<file path="config.mk">
export PLATFORM = sky130hd
export DESIGN_NAME = png_su_outq
export DESIGN_NICKNAME = d
export VERILOG_FILES = /design/src/png_su_pkg.sv /design/src/png_su_outq.sv
export SDC_FILE = /design/constraint.sdc
export NUM_CORES = 1
export LEC_CHECK = 0
export ABC_AREA = 1
export BUFFER_PORTS_ARGS = -buffer_cell sky130_fd_sc_hd__buf_4
export CORE_MARGIN = 3
export CORE_UTILIZATION = 53
export CTS_CLUSTER_DIAMETER = 50
export DETAILED_ROUTE_END_ITERATION = 8
export PLACE_DENSITY = 0.88
export REMOVE_ABC_BUFFERS = 1
export SLEW_MARGIN = 20
export SYNTH_ARGS = -nofsm -noshare
export SYNTH_HDL_FRONTEND = slang
export SYNTH_SLANG_ARGS = --single-unit
</file>
<file path="constraint.sdc">
create_clock -name clk -period 2.55 [get_ports clk]
set_input_delay 0.1275 -clock clk [delete_from_list [all_inputs] [get_ports clk]]
set_output_delay 0.1275 -clock clk [all_outputs]
set_load 0.02 [all_outputs]
</file>
<file path="src/png_su_pkg.sv">
package png_su_pkg;

    localparam int MAX_ROW_BYTES       = 16384;
    localparam int MAX_ROWS            = 4096;
    localparam int MAX_BYTES_PER_PIXEL = 4;

    localparam int ROW_BYTES_W = 15;
    localparam int BPP_W       = 3;
    localparam int ROWS_W      = 13;
    localparam int COL_W       = ROW_BYTES_W;
    localparam int ROWCNT_W    = ROWS_W - 1;
    localparam int X_W         = $clog2(MAX_ROW_BYTES);
    localparam int BPP_IDX_W   = (MAX_BYTES_PER_PIXEL > 1) ? $clog2(MAX_BYTES_PER_PIXEL) : 1;

    localparam int MQ_DEPTH = 4;
    localparam int MQ_AW    = $clog2(MQ_DEPTH);
    localparam int OQ_DEPTH = 2;
    localparam int OQ_AW    = $clog2(OQ_DEPTH);

    localparam int PADDR_W = 4;
    localparam int PDATA_W = 32;

    localparam logic [1:0] REG_ROW_BYTES  = 2'd0;
    localparam logic [1:0] REG_BPP        = 2'd1;
    localparam logic [1:0] REG_IMAGE_ROWS = 2'd2;

    localparam logic [2:0] FILT_NONE  = 3'd0;
    localparam logic [2:0] FILT_SUB   = 3'd1;
    localparam logic [2:0] FILT_UP    = 3'd2;
    localparam logic [2:0] FILT_AVG   = 3'd3;
    localparam logic [2:0] FILT_PAETH = 3'd4;

    localparam logic [7:0] BYTE_MASK = 8'hFF;

    // one classified item handed from the front to the back
    typedef struct packed {
        logic             err;
        logic             row_start;
        logic             first_row;
        logic             rend;
        logic             iend;
        logic [2:0]       filt;
        logic [X_W-1:0]   x;
        logic [7:0]       data;
    } entry_t;

    typedef struct packed {
        logic [7:0] pixel;
        logic       rend;
        logic       iend;
        logic       err;
    } result_t;

endpackage

</file>
<file path="src/png_su_outq.sv">
module png_su_outq (
    input  logic                clk,
    input  logic                rst_n,
    input  logic                wr_en,
    input  png_su_pkg::result_t wr_data,
    output logic                full,
    input  logic                rd_en,
    output png_su_pkg::result_t rd_data,
    output logic                empty
);

    png_su_pkg::result_t                 slot_reg [png_su_pkg::OQ_DEPTH];
    logic [png_su_pkg::OQ_AW-1:0]        wr_ptr_reg, wr_ptr_next;
    logic [png_su_pkg::OQ_AW-1:0]        rd_ptr_reg, rd_ptr_next;
    logic [png_su_pkg::OQ_AW:0]          count_reg, count_next;
    logic                                do_wr;
    logic                                do_rd;

    assign full    = (count_reg == (png_su_pkg::OQ_AW+1)'(png_su_pkg::OQ_DEPTH));
    assign empty   = (count_reg == '0);
    assign do_wr   = wr_en && !full;
    assign do_rd   = rd_en && !empty;
    assign rd_data = slot_reg[rd_ptr_reg];

    always_comb
    begin
        wr_ptr_next = do_wr ? wr_ptr_reg + png_su_pkg::OQ_AW'(1) : wr_ptr_reg;
        rd_ptr_next = do_rd ? rd_ptr_reg + png_su_pkg::OQ_AW'(1) : rd_ptr_reg;
        count_next  = count_reg;
        if (do_wr && !do_rd)
        begin
            count_next = count_reg + (png_su_pkg::OQ_AW+1)'(1);
        end
        else if (do_rd && !do_wr)
        begin
            count_next = count_reg - (png_su_pkg::OQ_AW+1)'(1);
        end
    end

    always_ff @(posedge clk)
    begin
        if (do_wr)
        begin
            slot_reg[wr_ptr_reg] <= wr_data;
        end
    end

    always_ff @(posedge clk or negedge rst_n)
    begin
        if (!rst_n)
        begin
            wr_ptr_reg <= '0;
            rd_ptr_reg <= '0;
            count_reg  <= '0;
        end
        else
        begin
            wr_ptr_reg <= wr_ptr_next;
            rd_ptr_reg <= rd_ptr_next;
            count_reg  <= count_next;
        end
    end

endmodule

</file>
# ---- Word level (Yosys, flattened, before mapping)
# Memories as Yosys holds them, arrays and structs flattened.
# Cells that the tools add are included.
dict set report word_totals {
  regBits 4
  mem_bits_rw 22
  in_bits 15
  elab_cells 23
  memories 1
}
dict set report classes {
  addsub 4
  n_eq_ne 1
  n_mux 4
  n_reduce_logical 10
}
# memory depth word_bits read_ports rd_ports_with_merged_regs write_ports line_no
set memory_table {}
lappend memory_table {slot_reg 2 11 1 0 1 png_su_outq.sv:12} ;# png_su_pkg::result_t slot_reg [png_su_pkg::OQ_DEPTH];
# cell count
set ops {}
lappend ops {{1-bit logical AND} 4}
lappend ops {{1-bit logical NOT} 4}
lappend ops {{2-bit 2-to-1 mux} 2}
lappend ops {{1-bit adder (second input constant)} 2}
lappend ops {{2-bit by 1-bit adder with 2-bit output (second input constant)} 1}
lappend ops {{2-bit equality test (second input constant)} 1}
lappend ops {{2-bit logical NOT} 1}
lappend ops {{1-bit 2-to-1 mux} 2}
lappend ops {{2-bit nonzero test} 1}
lappend ops {{2-bit by 1-bit subtractor with 2-bit output (second input constant)} 1}

# ---- Logic depth before layout (Yosys ltp)
dict set report depth {
  ltp_word 7
  depth_mapped 9
  mapped_depth_nobuf 9
}

# ---- Worst setup path after synthesis
# No wires, ideal clock.
dict set report synth_timing {
  kind {flip-flop to flip-flop}
  from {register count_reg[1] (netlist name)}
  to {memory slot_reg[1][0] (netlist name) (enable)}
  setup_ns 0.378
  arrival_ns 1.075
  t_required_ns 2.172
  slack_ns 1.096
  stages_incl_launch_ff 4
  n_path_buf 0
  period_less_slack_ns 1.454
  path_cell_list {dfrtp_1 > inv_1 > o21ai_0 > nor2_1}
}
dict set report synth_between {
  elab_chain_cells 5
}
# element line_no
set synth_rtl {}
lappend synth_rtl {{start, declared} png_su_outq.sv:15} ;# logic [png_su_pkg::OQ_AW:0] count_reg, count_next;
lappend synth_rtl {{start signal, assigned} png_su_outq.sv:60} ;# count_reg <= count_next;
lappend synth_rtl {{2-bit equality test} png_su_outq.sv:19} ;# assign full = (count_reg == (png_su_pkg::OQ_AW+1)'(png_su_pkg::OQ_DEPTH));
lappend synth_rtl {{1-bit logical NOT} png_su_outq.sv:21} ;# assign do_wr = wr_en && !full;
lappend synth_rtl {{1-bit logical AND} png_su_outq.sv:21}
lappend synth_rtl {{1-bit 2-to-1 mux} png_su_outq.sv:42} ;# if (do_wr)
lappend synth_rtl {{1-bit 2-to-1 mux (implied by the code)} png_su_outq.sv:44} ;# slot_reg[wr_ptr_reg] <= wr_data;
lappend synth_rtl {{end, declared} png_su_outq.sv:12}
# Every way passes these cells.

==> impl_metrics.tcl <==
set metrics [dict create \
    critPathMostFrequentCell "nand2_1" \
    drtIter0Drc 15 \
    critPathMaxStageDelay_ns 0.61 \
    cts_buffers 3 \
    drt_pre_antenna_iters 4 \
    dp_hpwl_mm 1.25 \
    p_clk_share_pct 11.6 \
    rr_worst_depth 2 \
    startpoint_type "flop" \
    hold-path-cell-count 3 \
    fmax_mhz 590 \
    ir_drop_uv 687 \
    clockBufferDepth 2 \
    cts.sink_count 26 \
    layout.cells.non_filler 155 \
    area_delta_synth_final_pct 36.0 \
    synth_top_area_share_pct 64.2 \
    dp_cells 139 \
    p_int_uw 895 \
    period_minus_slack_ns 1.70 \
    hold_class "primary input to flop" \
    crit_path_end_kind "output pin" \
    finalNetCount 147 \
    comb_power_share_pct 43.3 \
    setup_viol 0 \
    pre_cts_slack_ns 0.862 \
    p_sw_uw 571 \
    grt_max_degree 15 \
    track_usage_pct 17.5 \
    antenna_left 0 \
    largest_reg_flops 22 \
    initial_core_util_pct 57.7 \
    post_cts_buffers 0 \
    antennaDiodeCount 0 \
    cp_max_fo 13 \
    synth_ff_type "edfxtp_1" \
    ys_ff_latch 26 \
    gr-total-overflow 0 \
    slew_headroom_pct 43.0 \
    power_density_nw_per_um2 1050 \
    clk_latency_ns 0.32 \
    synth_seq_area_share_pct 74.0 \
    die_area_um2 2510 \
    total_power_uw 1470 \
    final_core_util_pct 78.5 \
    fin_crit_sh_pct 66.5 \
    syn_area_per_cell_um2 11.6 \
    place_congestion 0.705 \
    fp-row-count 15 \
    netlist_instances 89 \
    hold_violations 0 \
    root_buffer "clkbuf_4" \
    timing.final.ws_setup_ns 0.854 \
    rsz0062_at_grt "no" \
    crit_type "flop to output pin" \
    wl_mm 1.93 \
    synthTopCellsByCount "nand2_1, edfxtp_1, inv_1" \
    crit_required_ns 2.42 \
    netlist_area_um2 1030 \
    grt_pass1_wl_mm 3.18 \
    synth_top_area_cell "edfxtp_1" \
    h-tree-depth 1 \
    die_h_um 50.1 \
    clkTransAtPathRegs_ns 0.12 \
    core_area_um2 1780 \
    ys.warnings.count 0 \
    die_width_um 50.1 \
    critPathSlowestCell "dfrtp_1" \
    cp.arrival_ns 1.57 \
    outcome "complete, no violations" \
    synthTopCellsByArea "edfxtp_1, nand2_1, dfrtp_1, inv_1, ha_1" \
    pin_count 28 \
    drc_errors 0 \
    nFillCells 124 \
    dr_total_vias 731 \
    yosysMostFrequentCell "nand2_1" \
    fin_setup_tns_ns 0 \
    fin_skew_ns 0.00672 \
    vias_per_cell 4.72 \
    grt_pass1_vias 734 \
    p_seq_share_pct 45.1 \
    io_buffers 27 \
    cellLeakagePower_uw 0.000639 \
    antenna_found_initial 0 \
    drive_gt1_share_pct 24.6 \
    swShare_pct 39.0 \
    drv_cap 0 \
    synth_cell_type_count 13 \
    synth_edf_count 22 \
    path_cells "inv_1 -> nand2_1 -> nand2_1 -> buf_4" \
    tightest_slew_ns 0.852 \
    cts_tree "done" \
    async_reset_ff_share_pct 15.4 \
    routedWlPerCell_um 12.5 \
    final_max_slew_viol_count 0 \
]
-- per-layer routing --
layer | share of wire [%] | GRT usage [%] | routed length (um) | vias up
li1 | - | - | - | 370
met2 | 55 | 30.9 | 1050 | 23
met4 | 2.1 | 9.68 | 40 | 0
met5 | 0 | 0 | 0 | -
met1 | 39 | 19.5 | 752 | 334
met3 | 4.4 | 3.02 | 85 | 4
-- critical path, delay by kind of cell, from the launching register on --
kind                   cells  cell delay, ns
DFF                        1            0.61
buffers and inverters      2            0.45
and+or+nand+nor            2            0.19
-- power by group through the flow --
stage	Combinational (uW)	Sequential (uW)	Clock, uW
after floorplan	383	650	0
after global placement	604	662	0
after detailed placement	625	670	0
after CTS	642	660	176
after global routing	706	674	189
final	635	661	170
-- path summary, 6_finish.rpt --
kind                               from             end  slack (ns)
setup reg to reg           count_reg[0]  slot_reg[1][0]        0.86
setup / recovery             rd_ptr_reg      rd_data[3]        0.85
hold / removal                    rd_en      rd_ptr_reg        0.04
min in group asynchronous         rst_n      wr_ptr_reg        0.12
max in group asynchronous         rst_n      rd_ptr_reg        2.32
hold reg to reg              wr_ptr_reg      wr_ptr_reg        0.50
-- cell usage in the layout (no fill, tap or decap), drive strengths merged --
master       instances
edfxtp              22
nand2               42
buf                 27
inv                  8
nand3b               1
dlygate4sd3         12
xnor2                1
nand3                1
dfrtp                4
ha                   1
clkinv               1
nand4                1
clkbuf               3
o21ai                2
nor2                 4
-- cell families (layout without fill, tap and decap cells) --
group | Yosys count | in the layout | synth area share (%)
buffers and inverters | 10 | 51 | 3.89
flip-flops | 26 | 26 | 74.0
AO/OA/AOI/OAI | 2 | 2 | 0.973
AND/OR/NAND/NOR | 49 | 49 | 19.1
XOR/XNOR | 1 | 1 | 0.852
adder cells (fa/ha/maj) | 1 | 1 | 1.22
-- layout make-up --
cell class	instances	area, um2	share of cell area, %
Timing Repair Buffer	39	323	23.1
Clock buffer	3	22.5	1.61
Clock inverter	1	3.75	0.268
Tap cell	25	31.3	2.24
Multi-Input combinational cell	53	228	16.3
Inverter	8	30.0	2.15
Sequential cell	26	761	54.4
-- repair_timing --
item	in CTS	in global routing
gates resized for setup	0	0
endpoints found under the hold margin	26	0
hold buffers	12	0
-- through the flow --
step,hold slack (ns),cell area [um2]
floorplan,-0.168,1020
global placement,-0.0740,1250
detailed placement,-0.0727,1250
CTS,0.0417,1400
global route,0.0765,1400
finish,0.0433,1400
(Power assumes the default switching activity.)
