$ cat src/png_su_pkg.sv
package png_su_pkg;

    localparam int MAX_ROW_BYTES       = 16384;
    localparam int MAX_ROWS            = 4096;
    localparam int MAX_BYTES_PER_PIXEL = 4;

    localparam int ROW_BYTES_W = 15;
    localparam int BPP_W       = 3;
    localparam int ROWS_W      = 13;
    localparam int COL_W       = ROW_BYTES_W;
    localparam int ROWCNT_W    = ROWS_W - 1;
    localparam int X_W         = $clog2(MAX_ROW_BYTES);
    localparam int BPP_IDX_W   = (MAX_BYTES_PER_PIXEL > 1) ? $clog2(MAX_BYTES_PER_PIXEL) : 1;

    localparam int MQ_DEPTH = 4;
    localparam int MQ_AW    = $clog2(MQ_DEPTH);
    localparam int OQ_DEPTH = 2;
    localparam int OQ_AW    = $clog2(OQ_DEPTH);

    localparam int PADDR_W = 4;
    localparam int PDATA_W = 32;

    localparam logic [1:0] REG_ROW_BYTES  = 2'd0;
    localparam logic [1:0] REG_BPP        = 2'd1;
    localparam logic [1:0] REG_IMAGE_ROWS = 2'd2;

    localparam logic [2:0] FILT_NONE  = 3'd0;
    localparam logic [2:0] FILT_SUB   = 3'd1;
    localparam logic [2:0] FILT_UP    = 3'd2;
    localparam logic [2:0] FILT_AVG   = 3'd3;
    localparam logic [2:0] FILT_PAETH = 3'd4;

    localparam logic [7:0] BYTE_MASK = 8'hFF;

    // one classified item handed from the front to the back
    typedef struct packed {
        logic             err;
        logic             row_start;
        logic             first_row;
        logic             rend;
        logic             iend;
        logic [2:0]       filt;
        logic [X_W-1:0]   x;
        logic [7:0]       data;
    } entry_t;

    typedef struct packed {
        logic [7:0] pixel;
        logic       rend;
        logic       iend;
        logic       err;
    } result_t;

endpackage

$ cat src/png_su_front.sv
module png_su_front (
    input  logic                                 clk,
    input  logic                                 rst_n,
    input  logic                                 accept,
    input  logic [7:0]                           data_byte,
    input  logic [png_su_pkg::ROW_BYTES_W-1:0]   row_bytes_eff,
    input  logic [png_su_pkg::ROWS_W-1:0]        rows_eff,
    output logic                                 entry_push,
    output png_su_pkg::entry_t                   entry
);

    logic                                halted_reg, halted_next;
    logic [png_su_pkg::COL_W-1:0]        column_reg, column_next;
    logic [png_su_pkg::ROWCNT_W-1:0]     row_count_reg, row_count_next;
    logic [2:0]                          filt_reg, filt_next;
    logic                                first_row_reg, first_row_next;
    logic                                row_start_reg, row_start_next;
    logic                                rend;
    logic                                iend;
    logic [png_su_pkg::ROWS_W-1:0]       rows_done;

    assign rend      = (column_reg >= row_bytes_eff);
    assign rows_done = {1'b0, row_count_reg} + {{(png_su_pkg::ROWS_W-1){1'b0}}, 1'b1};
    assign iend      = rend && (rows_done >= rows_eff);

    always_comb
    begin
        halted_next    = halted_reg;
        column_next    = column_reg;
        row_count_next = row_count_reg;
        filt_next      = filt_reg;
        first_row_next = first_row_reg;
        row_start_next = row_start_reg;
        entry_push     = 1'b0;

        entry.err       = 1'b0;
        entry.row_start = row_start_reg;
        entry.first_row = first_row_reg;
        entry.rend      = rend;
        entry.iend      = iend;
        entry.filt      = filt_reg;
        entry.x         = png_su_pkg::X_W'(column_reg - png_su_pkg::COL_W'(1));
        entry.data      = data_byte;

        if (accept && !halted_reg)
        begin
            if (column_reg == '0)
            begin
                if (data_byte > {5'd0, png_su_pkg::FILT_PAETH})
                begin
                    halted_next = 1'b1;
                    entry_push  = 1'b1;
                    entry.err   = 1'b1;
                end
                else
                begin
                    filt_next      = data_byte[2:0];
                    column_next    = png_su_pkg::COL_W'(1);
                    row_start_next = 1'b1;
                end
            end
            else
            begin
                entry_push     = 1'b1;
                row_start_next = 1'b0;
                if (rend)
                begin
                    column_next = '0;
                    if (iend)
                    begin
                        row_count_next = '0;
                        first_row_next = 1'b1;
                    end
                    else
                    begin
                        row_count_next = row_count_reg + png_su_pkg::ROWCNT_W'(1);
                        first_row_next = 1'b0;
                    end
                end
                else
                begin
                    column_next = column_reg + png_su_pkg::COL_W'(1);
                end
            end
        end
    end

    always_ff @(posedge clk or negedge rst_n)
    begin
        if (!rst_n)
        begin
            halted_reg    <= 1'b0;
            column_reg    <= '0;
            row_count_reg <= '0;
            filt_reg      <= png_su_pkg::FILT_NONE;
            first_row_reg <= 1'b1;
            row_start_reg <= 1'b0;
        end
        else
        begin
            halted_reg    <= halted_next;
            column_reg    <= column_next;
            row_count_reg <= row_count_next;
            filt_reg      <= filt_next;
            first_row_reg <= first_row_next;
            row_start_reg <= row_start_next;
        end
    end

endmodule

$ cat config.mk
export PLATFORM = sky130hd
export DESIGN_NAME = png_su_front
export DESIGN_NICKNAME = d
export VERILOG_FILES = /design/src/png_su_pkg.sv /design/src/png_su_front.sv
export SDC_FILE = /design/constraint.sdc
export NUM_CORES = 1
export LEC_CHECK = 0
export BUFFER_PORTS_ARGS = -buffer_cell sky130_fd_sc_hd__buf_2
export CAP_MARGIN = 20
export CORE_ASPECT_RATIO = 0.6
export CORE_MARGIN = 3
export CORE_UTILIZATION = 35
export CTS_BUF_LIST = sky130_fd_sc_hd__clkbuf_8 sky130_fd_sc_hd__clkbuf_16
export DETAILED_ROUTE_END_ITERATION = 8
export HOLD_SLACK_MARGIN = 0.05
export SLEW_MARGIN = 15
export SYNTH_ARGS = -nofsm -noshare
export SYNTH_HDL_FRONTEND = slang
export SYNTH_SLANG_ARGS = --single-unit
$ cat constraint.sdc
create_clock -name clk -period 6.2 [get_ports clk]
set_input_delay 0.31 -clock clk [delete_from_list [all_inputs] [get_ports clk]]
set_output_delay 0.31 -clock clk [all_outputs]
set_load 0.02 [all_outputs]
-- Word-level counts from Yosys, hierarchy flattened
Cells that the tools add are included.
- bits in registers: 33
- add/sub/neg operators: 4
- reduce and logical (&&, ||, !) cells: 8
- mux-type cells: 12
- magnitude comparators: 3
- bitwise logic cells: 2
- eq/ne operators: 1
- operators with widths (operator ; count):
    $mux 15 ; 3
    $add 15x1->15 const B ; 1
    $ge 15x15->1 ; 1
    $logic_not 15->1 ; 1
    $sub 14x1->14 const B ; 1
    $add 12x1->13 const B ; 1
    $ge 13x13->1 ; 1
    $add 12x1->12 const B ; 1
    $mux 12 ; 1
    $reduce_and 3->1 ; 3
    $gt 8x3->1 const B ; 1
    $mux 1 ; 8
    $logic_and 1x1->1 ; 2
    $ne 2x2->1 const B ; 1
    $not 1->1 ; 2
    $reduce_and 2->1 ; 1
    $logic_not 1->1 ; 1

-- Longest topological paths before layout
- depth in word-level cells: 4
- gate-level depth with buffers: 14
- depth with buffers taken out: 13

-- Least setup slack after synthesis
Ideal clock, no wire load.
- kind: register -> register
- from: register row_count_reg[0] in the netlist's numbering
- to: register row_count_reg[8] in the netlist's numbering
- setup slack: 3.205 ns
- data required time: 6.134 ns
- cell stages (with the launch flop): 15
- path buffers: 1
- library setup time: 0.066 ns
- arrival time: 2.929 ns
- cell sequence: dfrtp_1 ha_1 nand3_1 nor2_1 nand4_1 nor2_1 xor2_1 ha_1 a21o_1 a21oi_1 nor2b_1 nor4_2 and3_4 buf_6 a221o_1
- word-level cells in the longest chain between the ends: 4
- ends and longest elaborated chain (what ; line ; source):
    start: declaration ; png_su_front.sv:14 ; logic [png_su_pkg::ROWCNT_W-1:0] row_count_reg, row_count_next;
    start signal: assignment ; png_su_front.sv:103 ; row_count_reg <= row_count_next;
    $add 12x1->13 ; png_su_front.sv:23 ; assign rows_done = {1'b0, row_count_reg} + {{(png_su_pkg::ROWS_W-1){1'b0}}, 1'b1};
    $ge 13x13->1 ; png_su_front.sv:24 ; assign iend = rend && (rows_done >= rows_eff);
    $logic_and 1x1->1 ; png_su_front.sv:24 ;
    $mux 12 (*) ; png_su_front.sv:69 ; if (iend)
Every way passes the cells marked *; elsewhere a longest branch is shown, timed or not.
A chain may end at the register's enable or synchronous reset.

==> reports/qor.txt <==
CTS root buf: clkbuf_16
share of synthesized registers carrying an async set or reset: 100%
cell chain of the critical path: ha_1, nand3_1, nor2_1, nand4_1, nor2_1, xor2_1, ha_1, a21o_1, a21oi_1, nor2b_1, nor4_2, nor2_1, buf_2
Largest register FFs: 15
DR vias: 2,582
fraction of final layout cells sized beyond drive strength 1: 23.9%
count of buffers from port buffering: 69
number of clock buffers inserted by TritonCTS: 5
stage delay of the slowest cell on the critical path: 640 ps
commonest non-fill, non-tap cells in the layout: 69 x buf_2, 33 x inv_1, 32 x ha_1, 32 x dfrtp_1, 27 x nand2_1
TritonCTS clock tree: built
relative slew slack: 41.5%
cells after synthesis: 338
number of inserted filler cells in the final layout: 755
post-CTS setup buffer count: 0
sequential-to-total area share from yosys stat: 28.8%
Remaining Overflow, GRT: 0
total die area: 9370 um^2
nets in the synthesized netlist: 409
data arrival at the endpoint of the critical path: 3460 ps
area of the multi-input gates: 1760 um^2
maximum clock frequency: 265 MHz
All-Layer GR Usage: 15.6%
clock latency at the later pin of the worst-skew pair: 280 ps
Worst Reg-to-Reg Cells: 13
status: finished, final reports clean
detailed router's first-iteration violation count: 199
kind of start point of the critical path: flop
per-cell via count in the routed design: 5.24
number of flops mapped to enable cells by yosys: 0
Worst Tran Pin Value: 869 ps
wire length of the first global-routing pass: 12.0 mm
DRC violations left: 0
final instance area: 3330 um^2
final-layout setup total negative slack: 0 ps
most common library cell in the layout ignoring fill and taps: buf_2
flop-to-flop setup slack: 2610 ps
critical path required time: 5890 ps
RePlAce Congestion: 0.780
maximum fanout count along the critical path: 8
area of all sequential standard cells: 827 um^2
type of the setup path with the least slack: flop to primary output
final WL: 7.06 mm
largest net degree at the start of global routing: 34
most common flop cell mapped by yosys: dfrtp_1
length of the first detailed-routing pass in iterations: 4
number of global-route vias before repair: 2,436
number of diodes: 0
Mean Syn Cell Area: 8.51 um^2
peak supply drop: 120 uV
total power: 1.03 mW
detailed placement HPWL: 5.49 mm
worst reg2reg path endpoint: row_count_reg[8]
worst-path cell with the longest stage delay: nor4_2
beginning of the worst register-to-register path: row_count_reg[0]
routed wire length per instance: 14.3 um
number of top-level pins: 70
total core area: 7600 um^2
endpoints failing hold: 0
initial antenna violation count: 0
Die Ht: 76.2 um
initial core utilization: 37.8%
#FFs+latches synth: 33
most frequent CP cell: nor2_1
total number of placement rows: 24
synth warn: 0
Setup Viol. Count Final: 0
worst clock skew: 6.01 ps
worst min-delay path category: primary input to async pin
Die Span X: 123 um
Final Cycle Share: 60.8%
type of element capturing the critical path: primary output
nets@finish: 459
total leakage power: 1.78 nW
depth of the CTS H-tree: 2
hold buffer count at cts: 0
clk buf depth: 2
post-layout minimum cycle time: 3770 ps
number of sinks driven by the clock tree: 33
P per Cell Area: 309 nW/um^2
max capacitance violation total: 0
number of gates resized after CTS: 0
synth-to-layout area growth: 15.8%
cell area reported after detailed placement: 3180 um^2
fin. max-slew vios: 0
number of nets with antenna violations after routing: 0
Reg clk slew, reported paths: 50 ps
total standard cell area after synthesis: 2880 um^2
Cell variety after synth: 48
RSZ-0062 raised after global routing: false
-- per-stage QoR --
stage / hold slack [ps] / util [%] / setup WS, ps / cells
6_report: 99.1 / 43.8 / 2430 / 493
5_1_grt: 167 / 43.8 / 2090 / 493
4_1_cts: 142 / 43.7 / 2410 / 493
3_5_place_dp: 434 / 41.9 / 2630 / 485
3_3_place_gp: 434 / 41.9 / 2860 / 485
2_1_floorplan: 14.4 / - / 3210 / 338
-- synth_stat cells (11+ instances only) --
| cell | n | share of area, % |
|---|---|---|
| nand2b_1 | 12 | 2.6 |
| and3_1 | 16 | 3.5 |
| ha_1 | 32 | 14 |
| nor2_1 | 20 | 2.6 |
| buf_4 | 12 | 3.1 |
| dfrtp_1 | 32 | 28 |
| inv_1 | 32 | 4.2 |
| xnor2_1 | 11 | 3.4 |
| nand3_1 | 14 | 2.4 |
| a31oi_1 | 20 | 4.4 |
| nand2_1 | 27 | 3.5 |
| o21ai_0 | 11 | 1.9 |
-- cell families after synthesis --
group | share of synthesized area, %
AOI/OAI and AO/OA | 16.0
xor gates and xnor gates | 6.40
adders and majority gates | 13.9
buffers and inverters | 10.4
DFF | 28.8
muxes | 1.91
and+or+nand+nor | 22.6
-- critical path, delay by kind of cell (launching register included) --
family	cells	cell delay [ps]
buffers and inverters	1	180
adders and majority gates	2	510
AOI/OAI and AO/OA	2	320
DFF	1	410
xor gates and xnor gates	1	180
and+or+nand+nor	7	1580
-- worst max path at each step --
stage                                start                to  slack (ps)  cells after the start
after floorplan           row_count_reg[0]  row_count_reg[8]        3210                     14
after CTS                 row_count_reg[0]         entry[25]        2410                     13
final                     row_count_reg[0]         entry[25]        2430                     13
after global placement    row_count_reg[0]  row_count_reg[9]        2860                     13
after detailed placement  row_count_reg[0]  row_count_reg[8]        2630                     13
after global routing      row_count_reg[0]         entry[25]        2090                     13
-- power by group --
part / total (mW) / internal (mW) / leakage, nW / switching (mW)
Combinational: 0.503 / 0.186 / 1.28 / 0.317
Clock: 0.237 / 0.146 / 0.0748 / 0.0914
Sequential: 0.290 / 0.248 / 0.431 / 0.0418
Total: 1.03 / 0.580 / 1.78 / 0.450
-- layout make-up --
cell class,count,share of cell area (%)
inverter,33,3.72
clock inverter,3,0.413
tap,104,3.91
clock buffer,5,3.76
multi-input combinational,246,53.0
sequential,33,24.8
timing repair buffer,69,10.4
-- metal layers --
metal | wire length [um] | track usage (%)
met1 | 3710 | 25.0
met2 | 2880 | 21.2
met3 | 444 | 3.49
met4 | 25 | 2.65
met5 | 0 | 0
No activity file was read; power rests on OpenSTA's default activity.
