[config.mk]
export PLATFORM = sky130hd
export DESIGN_NAME = png_su_queue
export DESIGN_NICKNAME = d
export VERILOG_FILES = /design/src/png_su_pkg.sv /design/src/png_su_queue.sv
export SDC_FILE = /design/constraint.sdc
export NUM_CORES = 1
export LEC_CHECK = 0
export BUFFER_PORTS_ARGS = -buffer_cell sky130_fd_sc_hd__buf_4
export CAP_MARGIN = 10
export CORE_MARGIN = 2
export CORE_UTILIZATION = 35
export DETAILED_ROUTE_END_ITERATION = 10
export GPL_TIMING_DRIVEN = 1
export PLACE_DENSITY = 0.53
export SETUP_SLACK_MARGIN = 0.5
export SYNTH_ARGS = -nofsm -noshare
export SYNTH_HDL_FRONTEND = slang
export SYNTH_SLANG_ARGS = --single-unit
[constraint.sdc]
create_clock -name clk -period 1.9 [get_ports clk]
set_input_delay 0.57 -clock clk [delete_from_list [all_inputs] [get_ports clk]]
set_output_delay 0.57 -clock clk [all_outputs]
set_load 0.02 [all_outputs]
[src/png_su_pkg.sv]
package png_su_pkg;

    localparam int MAX_ROW_BYTES       = 16384;
    localparam int MAX_ROWS            = 4096;
    localparam int MAX_BYTES_PER_PIXEL = 4;

    localparam int ROW_BYTES_W = 15;
    localparam int BPP_W       = 3;
    localparam int ROWS_W      = 13;
    localparam int COL_W       = ROW_BYTES_W;
    localparam int ROWCNT_W    = ROWS_W - 1;
    localparam int X_W         = $clog2(MAX_ROW_BYTES);
    localparam int BPP_IDX_W   = (MAX_BYTES_PER_PIXEL > 1) ? $clog2(MAX_BYTES_PER_PIXEL) : 1;

    localparam int MQ_DEPTH = 4;
    localparam int MQ_AW    = $clog2(MQ_DEPTH);
    localparam int OQ_DEPTH = 2;
    localparam int OQ_AW    = $clog2(OQ_DEPTH);

    localparam int PADDR_W = 4;
    localparam int PDATA_W = 32;

    localparam logic [1:0] REG_ROW_BYTES  = 2'd0;
    localparam logic [1:0] REG_BPP        = 2'd1;
    localparam logic [1:0] REG_IMAGE_ROWS = 2'd2;

    localparam logic [2:0] FILT_NONE  = 3'd0;
    localparam logic [2:0] FILT_SUB   = 3'd1;
    localparam logic [2:0] FILT_UP    = 3'd2;
    localparam logic [2:0] FILT_AVG   = 3'd3;
    localparam logic [2:0] FILT_PAETH = 3'd4;

    localparam logic [7:0] BYTE_MASK = 8'hFF;

    // one classified item handed from the front to the back
    typedef struct packed {
        logic             err;
        logic             row_start;
        logic             first_row;
        logic             rend;
        logic             iend;
        logic [2:0]       filt;
        logic [X_W-1:0]   x;
        logic [7:0]       data;
    } entry_t;

    typedef struct packed {
        logic [7:0] pixel;
        logic       rend;
        logic       iend;
        logic       err;
    } result_t;

endpackage

[src/png_su_queue.sv]
module png_su_queue (
    input  logic               clk,
    input  logic               rst_n,
    input  logic               wr_en,
    input  png_su_pkg::entry_t wr_data,
    output logic               full,
    input  logic               rd_en,
    output png_su_pkg::entry_t rd_data,
    output logic               empty
);

    png_su_pkg::entry_t                  slot_reg [png_su_pkg::MQ_DEPTH];
    logic [png_su_pkg::MQ_AW-1:0]        wr_ptr_reg, wr_ptr_next;
    logic [png_su_pkg::MQ_AW-1:0]        rd_ptr_reg, rd_ptr_next;
    logic [png_su_pkg::MQ_AW:0]          count_reg, count_next;
    logic                                do_wr;
    logic                                do_rd;

    assign full    = (count_reg == (png_su_pkg::MQ_AW+1)'(png_su_pkg::MQ_DEPTH));
    assign empty   = (count_reg == '0);
    assign do_wr   = wr_en && !full;
    assign do_rd   = rd_en && !empty;
    assign rd_data = slot_reg[rd_ptr_reg];

    always_comb
    begin
        wr_ptr_next = do_wr ? wr_ptr_reg + png_su_pkg::MQ_AW'(1) : wr_ptr_reg;
        rd_ptr_next = do_rd ? rd_ptr_reg + png_su_pkg::MQ_AW'(1) : rd_ptr_reg;
        count_next  = count_reg;
        if (do_wr && !do_rd)
        begin
            count_next = count_reg + (png_su_pkg::MQ_AW+1)'(1);
        end
        else if (do_rd && !do_wr)
        begin
            count_next = count_reg - (png_su_pkg::MQ_AW+1)'(1);
        end
    end

    always_ff @(posedge clk)
    begin
        if (do_wr)
        begin
            slot_reg[wr_ptr_reg] <= wr_data;
        end
    end

    always_ff @(posedge clk or negedge rst_n)
    begin
        if (!rst_n)
        begin
            wr_ptr_reg <= '0;
            rd_ptr_reg <= '0;
            count_reg  <= '0;
        end
        else
        begin
            wr_ptr_reg <= wr_ptr_next;
            rd_ptr_reg <= rd_ptr_next;
            count_reg  <= count_next;
        end
    end

endmodule

## Yosys cells after proc, flatten, opt, wreduce, memory -nomap -nowiden

Memories as Yosys holds them, arrays and structs flattened.
Index checks and enable logic that the tools add are counted.

- Register bits: 7
- Bits in latches: 0
- Bits in writable memories: 120
- Bits in read-only memories: 0
- Bits of input ports: 34
- Memories: 1

- Add/subtract/negate cells: 4
- $mul: 0
- Divide/modulo/power cells: 0
- Order comparisons: 0
- Equality and inequality tests: 1
- Shifts and indexed selects: 0
- Mux-type cells: 4
- Bitwise operators: 0
- Reduce and logical (&&, ||, !) cells: 10

Memories:

| name | depth | width | rd ports | clocked after memory_dff | write ports | RTL line | source |
|---|---|---|---|---|---|---|---|
| slot_reg | 4 | 30 | 1 | 0 | 1 | png_su_queue.sv:12 | `png_su_pkg::entry_t slot_reg [png_su_pkg::MQ_DEPTH];` |

Operator list:

| cell | number |
|---|---|
| $mux W3 | 2 |
| $add A2 B1 Y2 const B | 2 |
| $logic_and A1 B1 Y1 | 4 |
| $logic_not A1 Y1 | 4 |
| $add A3 B1 Y3 const B | 1 |
| $eq A3 B3 Y1 const B | 1 |
| $logic_not A3 Y1 | 1 |
| $sub A3 B1 Y3 const B | 1 |
| $mux W1 | 2 |
| $reduce_bool A2 Y1 | 1 |

## Depth between registers and ports, before layout

Gate-level depths: netlist (run 1).

- Depth after elaboration: 7
- Gate-level depth with buffers: 9
- Depth with buffers taken out: 8

## Worst setup path before layout (run 1)

OpenSTA, ideal clock, no wires.

- Path type: reg2reg
- Start point: reg count_reg[0] (netlist name)
- End point: reg count_reg[1] (netlist name)
- Setup time: 125 ps
- Data arrival time: 1970 ps
- Data required time: 1775 ps
- Slack: -195 ps
- Stages on the path, launching flop included: 8
- Buffers on the path: 1
- Cell sequence: dfrtp_1 > nor3b_2 > nor2b_1 > buf_6 > ha_1 > inv_1 > fa_1 > mux2_2

- Elaborated cells between the ends (all ways): 15
- Those cells by class: 2 x add/sub; 1 x eq/ne; 2 x mux; 10 x reduce/logical

RTL lines:

| element | RTL line | source |
|---|---|---|
| from (decl) | png_su_queue.sv:15 | `logic [png_su_pkg::MQ_AW:0] count_reg, count_next;` |
| from (signal assigned) | png_su_queue.sv:60 | `count_reg <= count_next;` |
| $eq A3 B3 Y1 | png_su_queue.sv:19 | `assign full = (count_reg == (png_su_pkg::MQ_AW+1)'(png_su_pkg::MQ_DEPTH));` |
| net full | png_su_queue.sv:6 | `output logic full,` |
| $logic_not A1 Y1 | png_su_queue.sv:21 | `assign do_wr = wr_en && !full;` |
| $logic_and A1 B1 Y1 | png_su_queue.sv:21 |  |
| net do_wr | png_su_queue.sv:16 | `logic do_wr;` |
| $logic_and A1 B1 Y1 | png_su_queue.sv:30 | `if (do_wr && !do_rd)` |
| $mux W3 | png_su_queue.sv:30 |  |
| net count_next (one bit) | png_su_queue.sv:15 |  |

The timed path passes the listed nets, and every way through them passes these cells. The select of a mux whose other input is x is not followed.
A chain may end at the register's enable or synchronous reset.

==> flow_summary.toml, run 1 <==
[final_layout]
fin_nets = 360
flow.area_growth_from_synthesis_pct = 46.0
final_core_utilization = 0.526
design_area_um2 = 6990
final_common_cell = "edfxtp_1"
layout_common_cells = "120 x edfxtp_1, 46 x buf_4, 45 x buf_6"
largest_register_ffs = 120
antenna_cells = 0
final_cell_count_no_fill = 508
fillCellCount = 1064
layout_cells_sized_above_1 = 0.578

[route]
detailedRoute.firstPassIterationCount = 4
remaining_drc_errors = 0
ant_nets = 0
via_per_inst = 4.59
postRouteWirelength_mm = 9.44
routed_length_per_placed_instance_um = 18.6
dr.first_iter.drc_count = 189
routed-via-count = 2332

[global_routing]
globalRouteMet2Util = 0.229
global_route_congestion_overflow_total = 0
grt_pass1_wl_mm = 14.9
grt_start_max_net_pins = 21
first_global_vias = 2604
groute.layer.met3.usage = 0.0564
groute.usage.overall = 0.143
groute.layer.met1.usage = 0.176
global_route.peak_usage_layer = "met2"
initial_antenna_violation_count = 0

[synth]
cell_area_after_synthesis_um2 = 4790
count_of_flip_flops_with_a_built_in_enable_after_synthesis = 120
synth_top_flop_cell = "edfxtp_1"
synth_top_family_by_area = "multiplexers"
seq_area_frac_synth = 0.789
synth_fp_nets = 233
synth.distinct_cells = 20
synth-warning-count = 0
syn_inst = 193
avg_synthesized_cell_area_um2 = 24.8
yosys-mux-area-fraction = 0.147
synth_fa_ha_area_frac = 0.0172
synth_compound_area_frac = 0
post_synth_xor_area_fraction = 0.0110
ys_async_sr_fraction = 0.0551
synthSimpleGateAreaFrac = 0.0131
ys_seq_elements = 127

[floorplan]
initial_utilization = 0.360
floorplan.die_area_um2 = 14600
floorplan.die.height_um = 121
placementRows = 42
chipWidth_um = 121
fp.coreArea_um2 = 13300
boundaryPins = 66

[placed_design]
place.port_buffers = 65
place.detailed.hpwl_mm = 5.54
pre_cts_ws_ns = -0.0186
post_dp_cell_area_um2 = 5730
place_congestion = 0.693
number_of_cells_after_detailed_placement = 448

[cts]
h-tree-depth = 4
clk_pin_slew_ns = 0.05
cts_inserted_buffers = 17
clkSinkCount = 127
clk_latency_ns = 0.40
clock_tree_from_tritoncts = "built"
clock-root-buffer = "clkbuf_16"
max-clock-path-buffers = 2

[timing]
worst_pin_slew_ns = 0.189
final_max_slew_viol_count = 0
tns_ns = -11.42
final_period_minus_worst_setup_slack_ns = 2.31
timing.final.hold_violations = 0
post-route-period-util = 1.21
whs_ns = 0.368
max_freq_mhz = 433
finalSetupViolCount = 34
timing.clock.skew_ns = 0.00503
grt_setup_unrepaired = "true"
finalWorstSetupSlack_ns = -0.408
max-slew-margin-rel = 0.874

[flow_run]
max_cap_viol_count = 0

[power]
leakage_power_nw = 2.53
switching_share = 0.284
clockPowerShare = 0.273
power_dens_cells_nw_per_um2 = 1720
p_comb_frac = 0.403
switchingPower_mw = 3.42
fin_total_pwr_mw = 12.1
register_share_of_total_power = 0.324
power.ir.vdd_worst_mv = 0.950
internal-power_mw = 8.63

[setup_path]
critical_path.max_fanout = 12
worstPathArrival_ns = 1.74
crit_required_ns = 1.33
worst_setup_path_end_kind = "output pin"
critical_path_class = "reg -> out"
critPathLaunchType = "flop"

[outcome]
status = "finished with violations"
failed_checks = "setup timing"

[worst_hold_path]
hold_class = "in -> reg"
==> power groups by stage <==
stage / clock, mW / sequential, mW / combinational, mW
after global placement: 0 / 3.94 / 3.78
final: 3.29 / 3.90 / 4.86
after floorplan: 0 / 3.90 / 2.32
after detailed placement: 0 / 3.96 / 3.81
after CTS: 3.36 / 3.91 / 4.89
after global routing: 3.52 / 3.94 / 5.15
==> cells by family after synthesis <==
logic type	count (synthesis)
xor gates and xnor gates	6
adders and majority gates	6
buffers and inverters	12
DFF	127
muxes	32
and+or+nand+nor	10
==> worst max-delay path, cell delays in order, from the launching register on <==
cell     delay, ns
dfrtp_2       0.44
buf_12        0.18
mux4_2        0.55
buf_6         0.16
==> cells in the mapped netlist, types with 2 or more instances <==
master / n / share of area
and2_1: 4 / 0.0052
xor2_1: 2 / 0.0037
buf_6: 2 / 0.0047
ha_1: 5 / 0.013
dfrtp_1: 7 / 0.037
edfxtp_1: 120 / 0.75
xnor2_1: 4 / 0.0073
inv_1: 4 / 0.0031
buf_12: 3 / 0.013
buf_2: 3 / 0.0031
mux4_2: 30 / 0.14
==> layer usage <==
layer / vias to the layer above / wire length (µm)
li1: 1066 / -
met1: 1202 / 4090
met2: 55 / 4810
met3: 9 / 440
met4: 0 / 100
met5: - / 0
==> worst paths after layout <==
path                                from              end  slack [ns]  depth (start not counted)
max                        rd_ptr_reg[0]      rd_data[13]       -0.41                          3
min                          wr_data[18]  slot_reg[3][18]        0.37                          1
max reg2reg                 count_reg[0]     count_reg[1]       -0.05                          8
min reg2reg                 count_reg[2]     count_reg[2]        0.52                          1
max in group asynchronous          rst_n     count_reg[0]        1.23                          2
min in group asynchronous          rst_n     count_reg[1]        0.52                          2
==> area by class of cell <==
cell class              count  area, µm²  share of cell area
well taps                 176        220              0.0315
inverters                   4       15.0             0.00215
repair buffers            116       1410               0.202
multi-input cells          54        965               0.138
clock inverters            12        169              0.0242
clock buffers              19        433              0.0619
flip-flops and latches    127       3780               0.541
==> timing repair <==
item	CTS	global route
resized for setup	57	5
pin swaps	7	2
hold buffers	1	0
gates cloned	9	0
hold endpoints to repair	7	0
buffers inserted	17	2
setup endpoints to repair	155	157
(Power assumes the default switching activity.)
==> run 2, diff against run 1 <==
==> constraint.sdc (replaced) <==
create_clock -name clk -period 1.9 [get_ports clk]
set_input_delay 0.095 -clock clk [delete_from_list [all_inputs] [get_ports clk]]
set_output_delay 0.095 -clock clk [all_outputs]
set_load 0.02 [all_outputs]
==> flow_summary.toml, run 2 (synthesis gave the netlist of run 1 again) <==
[outcome]
status = "finished, final reports clean"

[global_routing]
initial_antenna_violation_count = 0
grt_start_max_net_pins = 23
global_route_congestion_overflow_total = 0
groute.usage.overall = 0.151
first_global_vias = 2688
grt_pass1_wl_mm = 15.4

[power]
clockPowerShare = 0.289
power_dens_cells_nw_per_um2 = 1670
p_comb_frac = 0.390
switching_share = 0.286
switchingPower_mw = 3.47
internal-power_mw = 8.64
register_share_of_total_power = 0.321
power.ir.vdd_worst_mv = 0.966
leakage_power_nw = 2.65

[setup_path]
critical_path_class = "reg -> reg"
worstReg2RegEnd = "count_reg[1]"
crit_required_ns = 2.19
regToRegStartpoint = "count_reg[1]"
critPathLaunchType = "flop"
worst_setup_path_end_kind = "flop"
worstPathArrival_ns = 2.18
worstRegToRegCells = 7
critical_path.max_fanout = 3
critPathCapture = "count_reg[1]"
critPathLaunch = "count_reg[1]"
reg_to_reg_setup_timing_slack_ns = 0.007

[final_layout]
layout_cells_sized_above_1 = 0.526
fin_nets = 388
final_cell_count_no_fill = 537
multi_input_area_um2 = 962
final_common_cell = "edfxtp_1"
fillCellCount = 1053
antenna_cells = 0
layout_common_cells = "120 x edfxtp_1, 63 x buf_4, 32 x dlygate4sd3_1"
largest_register_ffs = 120
final-seq-area_um2 = 3780
flow.area_growth_from_synthesis_pct = 51.1
design_area_um2 = 7240

[route]
routed_length_per_placed_instance_um = 18.6
routed-via-count = 2480
dr.first_iter.drc_count = 212
detailedRoute.firstPassIterationCount = 4
remaining_drc_errors = 0
via_per_inst = 4.62
ant_nets = 0
postRouteWirelength_mm = 9.99

[timing]
whs_ns = 0.0301
post-route-period-util = 0.996
grt_setup_unrepaired = "true"
max_freq_mhz = 528
timing.clock.skew_ns = 0.00709
finalSetupViolCount = 0
max-slew-margin-rel = 0.767
worst_pin_slew_ns = 0.349
final_max_slew_viol_count = 0
tns_ns = 0
timing.final.hold_violations = 0
final_period_minus_worst_setup_slack_ns = 1.89

[cts]
max-clock-path-buffers = 2
clock_tree_from_tritoncts = "built"
h-tree-depth = 4
clk_latency_ns = 0.41
clkSinkCount = 127
clock-root-buffer = "clkbuf_16"
cts_inserted_buffers = 17
clk_pin_slew_ns = 0.05

[floorplan]
placementRows = 42
initial_utilization = 0.360
boundaryPins = 66
fp.coreArea_um2 = 13300
chipWidth_um = 121
floorplan.die.height_um = 121
floorplan.die_area_um2 = 14600

[placed_design]
post_dp_cell_area_um2 = 5650
number_of_cells_after_detailed_placement = 446
place.detailed.hpwl_mm = 5.40
place.port_buffers = 65
place_congestion = 0.715

[flow_run]
max_cap_viol_count = 0

[worst_hold_path]
hold_class = "in -> async"
-- run 2: changes by cell type in the layout (fill, tap and decap cells not counted), moves of 2 or more --
| cell | change |
|---|---|
| buf_6 | -19 |
| buf_4 | +17 |
| dlygate4sd3_1 | +31 |
| buf_16 | +2 |
| buf_8 | +4 |
| clkinv_4 | +3 |
| clkinvlp_4 | -2 |
| buf_12 | -8 |
-- run 2: final cells by class --
| type | instances | area share |
|---|---|---|
| Sequential cell | 127 | 0.523 |
| Timing Repair Buffer | 144 | 0.223 |
| Multi-Input combinational cell | 54 | 0.133 |
| Clock buffer | 18 | 0.0593 |
| Tap cell | 176 | 0.0304 |
| Clock inverter | 14 | 0.0296 |
| Inverter | 4 | 0.00207 |
-- run 2: per-stage QoR --
stage / setup slack, ns / total power, mW / utilization
final: 0.00749 / 12.1 / 0.544
after global placement: 0.0329 / 7.59 / 0.425
after detailed placement: 0.00155 / 7.61 / 0.425
after CTS: 0.00419 / 12.2 / 0.538
after global routing: -0.0539 / 12.7 / 0.544
after floorplan: -0.0405 / 6.22 / -
-- run 2: per-layer routing --
layer,GRT usage,vias up,routed length [µm]
li1,-,1130,-
met1,0.183,1288,4150
met2,0.250,52,5330
met3,0.0522,10,393
met4,0.0545,0,122
met5,0,-,0
-- run 2: worst max-delay path, stage by stage, from the launching register on --
cell and delay, ns:
dfrtp_1 0.40, buf_6 0.13, nor3b_4 0.25, nor2b_4 0.08
ha_4 0.17, inv_2 0.05, fa_2 0.42, mux2_4 0.28
-- run 2: power by group through the flow --
stage          Clock, mW  Combinational (mW)  Sequential, mW
2_1_floorplan          0                2.31            3.91
3_3_place_gp           0                3.64            3.95
3_5_place_dp           0                3.63            3.98
4_1_cts             3.57                4.69            3.89
5_1_grt             3.70                5.01            3.94
6_report            3.50                4.72            3.89
-- run 2: repair_timing --
item / in CTS / in global routing
setup buffers: 11 / 4
gates resized for setup: 53 / 3
hold endpoints to repair: 128 / 0
setup endpoints to repair: 155 / 156
gates cloned: 11 / 1
hold buffers: 32 / 0
pin swaps: 8 / 5
-- run 2: how the worst min path moves through the flow --
stage / start / endpoint / slack (ns)
6_report: rst_n / count_reg[1] / 0.03
5_1_grt: rst_n / rd_ptr_reg[0] / 0.03
4_1_cts: rst_n / rd_ptr_reg[0] / 0.02
3_5_place_dp: rst_n / count_reg[1] / -0.08
3_3_place_gp: rst_n / count_reg[1] / -0.08
2_1_floorplan: rst_n / count_reg[0] / -0.20
==> run 3, diff against run 2 <==
==> constraint.sdc (replaced) <==
create_clock -name clk -period 1.9 [get_ports clk]
set_input_delay 0.19 -clock clk [delete_from_list [all_inputs] [get_ports clk]]
set_output_delay 0.19 -clock clk [all_outputs]
set_load 0.02 [all_outputs]
==> flow_summary.toml, run 3 (synthesis gave the netlist of run 1 again) <==
[global_routing]
initial_antenna_violation_count = 0
grt_start_max_net_pins = 19
first_global_vias = 2671
groute.usage.overall = 0.148
global_route_congestion_overflow_total = 0
grt_pass1_wl_mm = 15.4

[placed_design]
post_dp_cell_area_um2 = 5670
place_congestion = 0.698
place.detailed.hpwl_mm = 5.43
place.port_buffers = 65
pre_cts_ws_ns = 0.00204

[timing]
final_period_minus_worst_setup_slack_ns = 2.00
worst_pin_slew_ns = 0.211
timing.clock.skew_ns = 0.00658
final_max_slew_viol_count = 0
post-route-period-util = 1.05
max-slew-margin-rel = 0.860
max_freq_mhz = 500
grt_setup_unrepaired = "true"
finalSetupViolCount = 24
finalWorstSetupSlack_ns = -0.0981
timing.final.hold_violations = 0

[setup_path]
worst_setup_path_end_kind = "output pin"
worstPathArrival_ns = 1.81
critPathLaunch = "rd_ptr_reg[0]"
critical_path_class = "reg -> out"
regToRegStartpoint = "count_reg[0]"
series_of_cell_instances_along_the_critical_path = "buf_12, buf_12, mux4_2, buf_6"
critPathLaunchType = "flop"
worstReg2RegEnd = "count_reg[2]"
critical_path.max_fanout = 8
cp_slowest_stage_delay_ns = 0.55
crit_required_ns = 1.71
slowest_stage = "mux4_2"
path_common_cell = "buf_12"
worstRegToRegCells = 8
reg_to_reg_setup_timing_slack_ns = -0.06
critPathCapture = "rd_data[14]"

[worst_hold_path]
hold_class = "in -> reg"

[power]
leakage_power_nw = 2.78
power_dens_cells_nw_per_um2 = 1670
power.ir.vdd_worst_mv = 0.859

[floorplan]
chipWidth_um = 121
initial_utilization = 0.360
floorplan.die.height_um = 121
placementRows = 42
floorplan.die_area_um2 = 14600
boundaryPins = 66
fp.coreArea_um2 = 13300

[route]
dr.first_iter.drc_count = 199
detailedRoute.firstPassIterationCount = 4
routed_length_per_placed_instance_um = 18.3
remaining_drc_errors = 0
via_per_inst = 4.53
routed-via-count = 2493
postRouteWirelength_mm = 10.1
ant_nets = 0

[cts]
max-clock-path-buffers = 2
clock-root-buffer = "clkbuf_16"
clk_pin_slew_ns = 0.05
clock_tree_from_tritoncts = "built"
clkSinkCount = 127
cts_inserted_buffers = 17
clk_latency_ns = 0.41
h-tree-depth = 4

[final_layout]
flow.area_growth_from_synthesis_pct = 57.8
largest_register_ffs = 120
fillCellCount = 1002
final_common_cell = "edfxtp_1"
layout_common_cells = "120 x edfxtp_1, 47 x buf_4, 42 x buf_6"
fin_nets = 402
design_area_um2 = 7560
layout_cells_sized_above_1 = 0.543
antenna_cells = 0

[outcome]
failed_checks = "setup timing"
status = "finished with violations"

[flow_run]
max_cap_viol_count = 0
run 3: cell types whose count changed in the layout (fill, tap and decap cells not counted), sizes merged:
cell         previous run  this run
buf                   111       126
dlygate4sd3            32        31
bufinv                  5         4
clkinv                  6         7
inv                     5         4
run 3: timing repair:
item	4_1_cts	5_1_grt
resized for setup	58	22
buffers inserted	17	11
cloned	13	1
hold buffers	31	0
hold endpoints to repair	127	0
endpoints found under the setup margin	155	156
pin swaps	9	4
run 3: where the power goes:
part	internal (mW)	total (mW)	switching [mW]	leakage, nW
Combinational	3.16	5.43	2.28	1.31
Clock	2.17	3.26	1.10	0.290
Sequential	3.73	3.91	0.185	1.18
run 3: worst max-delay path: cells and delay by family (launching register included):
family,cells,cell delay (ns)
buffers and inverters,3,0.45
muxes,1,0.55
DFF,1,0.40
run 3: metal layers:
| layer | GRT usage | part of all wire | vias up | wire [µm] |
|---|---|---|---|---|
| met5 | 0 | 0 | - | 0 |
| met4 | 0.0545 | 0.011 | 0 | 107 |
| met3 | 0.0404 | 0.038 | 11 | 380 |
| met2 | 0.250 | 0.54 | 59 | 5410 |
| met1 | 0.181 | 0.41 | 1277 | 4180 |
| li1 | - | - | 1146 | - |
run 3: how the worst min path moves through the flow:
| stage | to | cells after the start | from | slack [ns] |
|---|---|---|---|---|
| 4_1_cts | rd_ptr_reg[1] | 3 | rd_en | 0.09 |
| 5_1_grt | rd_ptr_reg[1] | 3 | rd_en | 0.12 |
| 6_report | rd_ptr_reg[1] | 3 | rd_en | 0.11 |
| 3_3_place_gp | count_reg[1] | 1 | rst_n | 0.01 |
| 3_5_place_dp | count_reg[1] | 1 | rst_n | 0.01 |
| 2_1_floorplan | count_reg[0] | 0 | rst_n | -0.11 |
run 3: cell type report:
class	instances	area (µm²)	area share
Sequential cell	127	3780	0.500
Timing Repair Buffer	158	1980	0.262
Multi-Input combinational cell	54	957	0.127
Clock buffer	18	429	0.0568
Tap cell	176	220	0.0291
Clock inverter	13	171	0.0227
Inverter	4	15.0	0.00199
run 3: through the flow:
| step | TNS [ns] | util | cells | total power [mW] | hold slack, ns |
|---|---|---|---|---|---|
| 2_1_floorplan | -0.0526 | - | 193 | 6.22 | -0.106 |
| 3_3_place_gp | 0 | 0.427 | 446 | 7.63 | 0.0114 |
| 3_5_place_dp | 0 | 0.427 | 446 | 7.65 | 0.0101 |
| 4_1_cts | -0.958 | 0.550 | 538 | 12.2 | 0.0880 |
| 5_1_grt | -2.70 | 0.569 | 550 | 13.1 | 0.124 |
| 6_report | -1.34 | 0.569 | 550 | 12.6 | 0.109 |
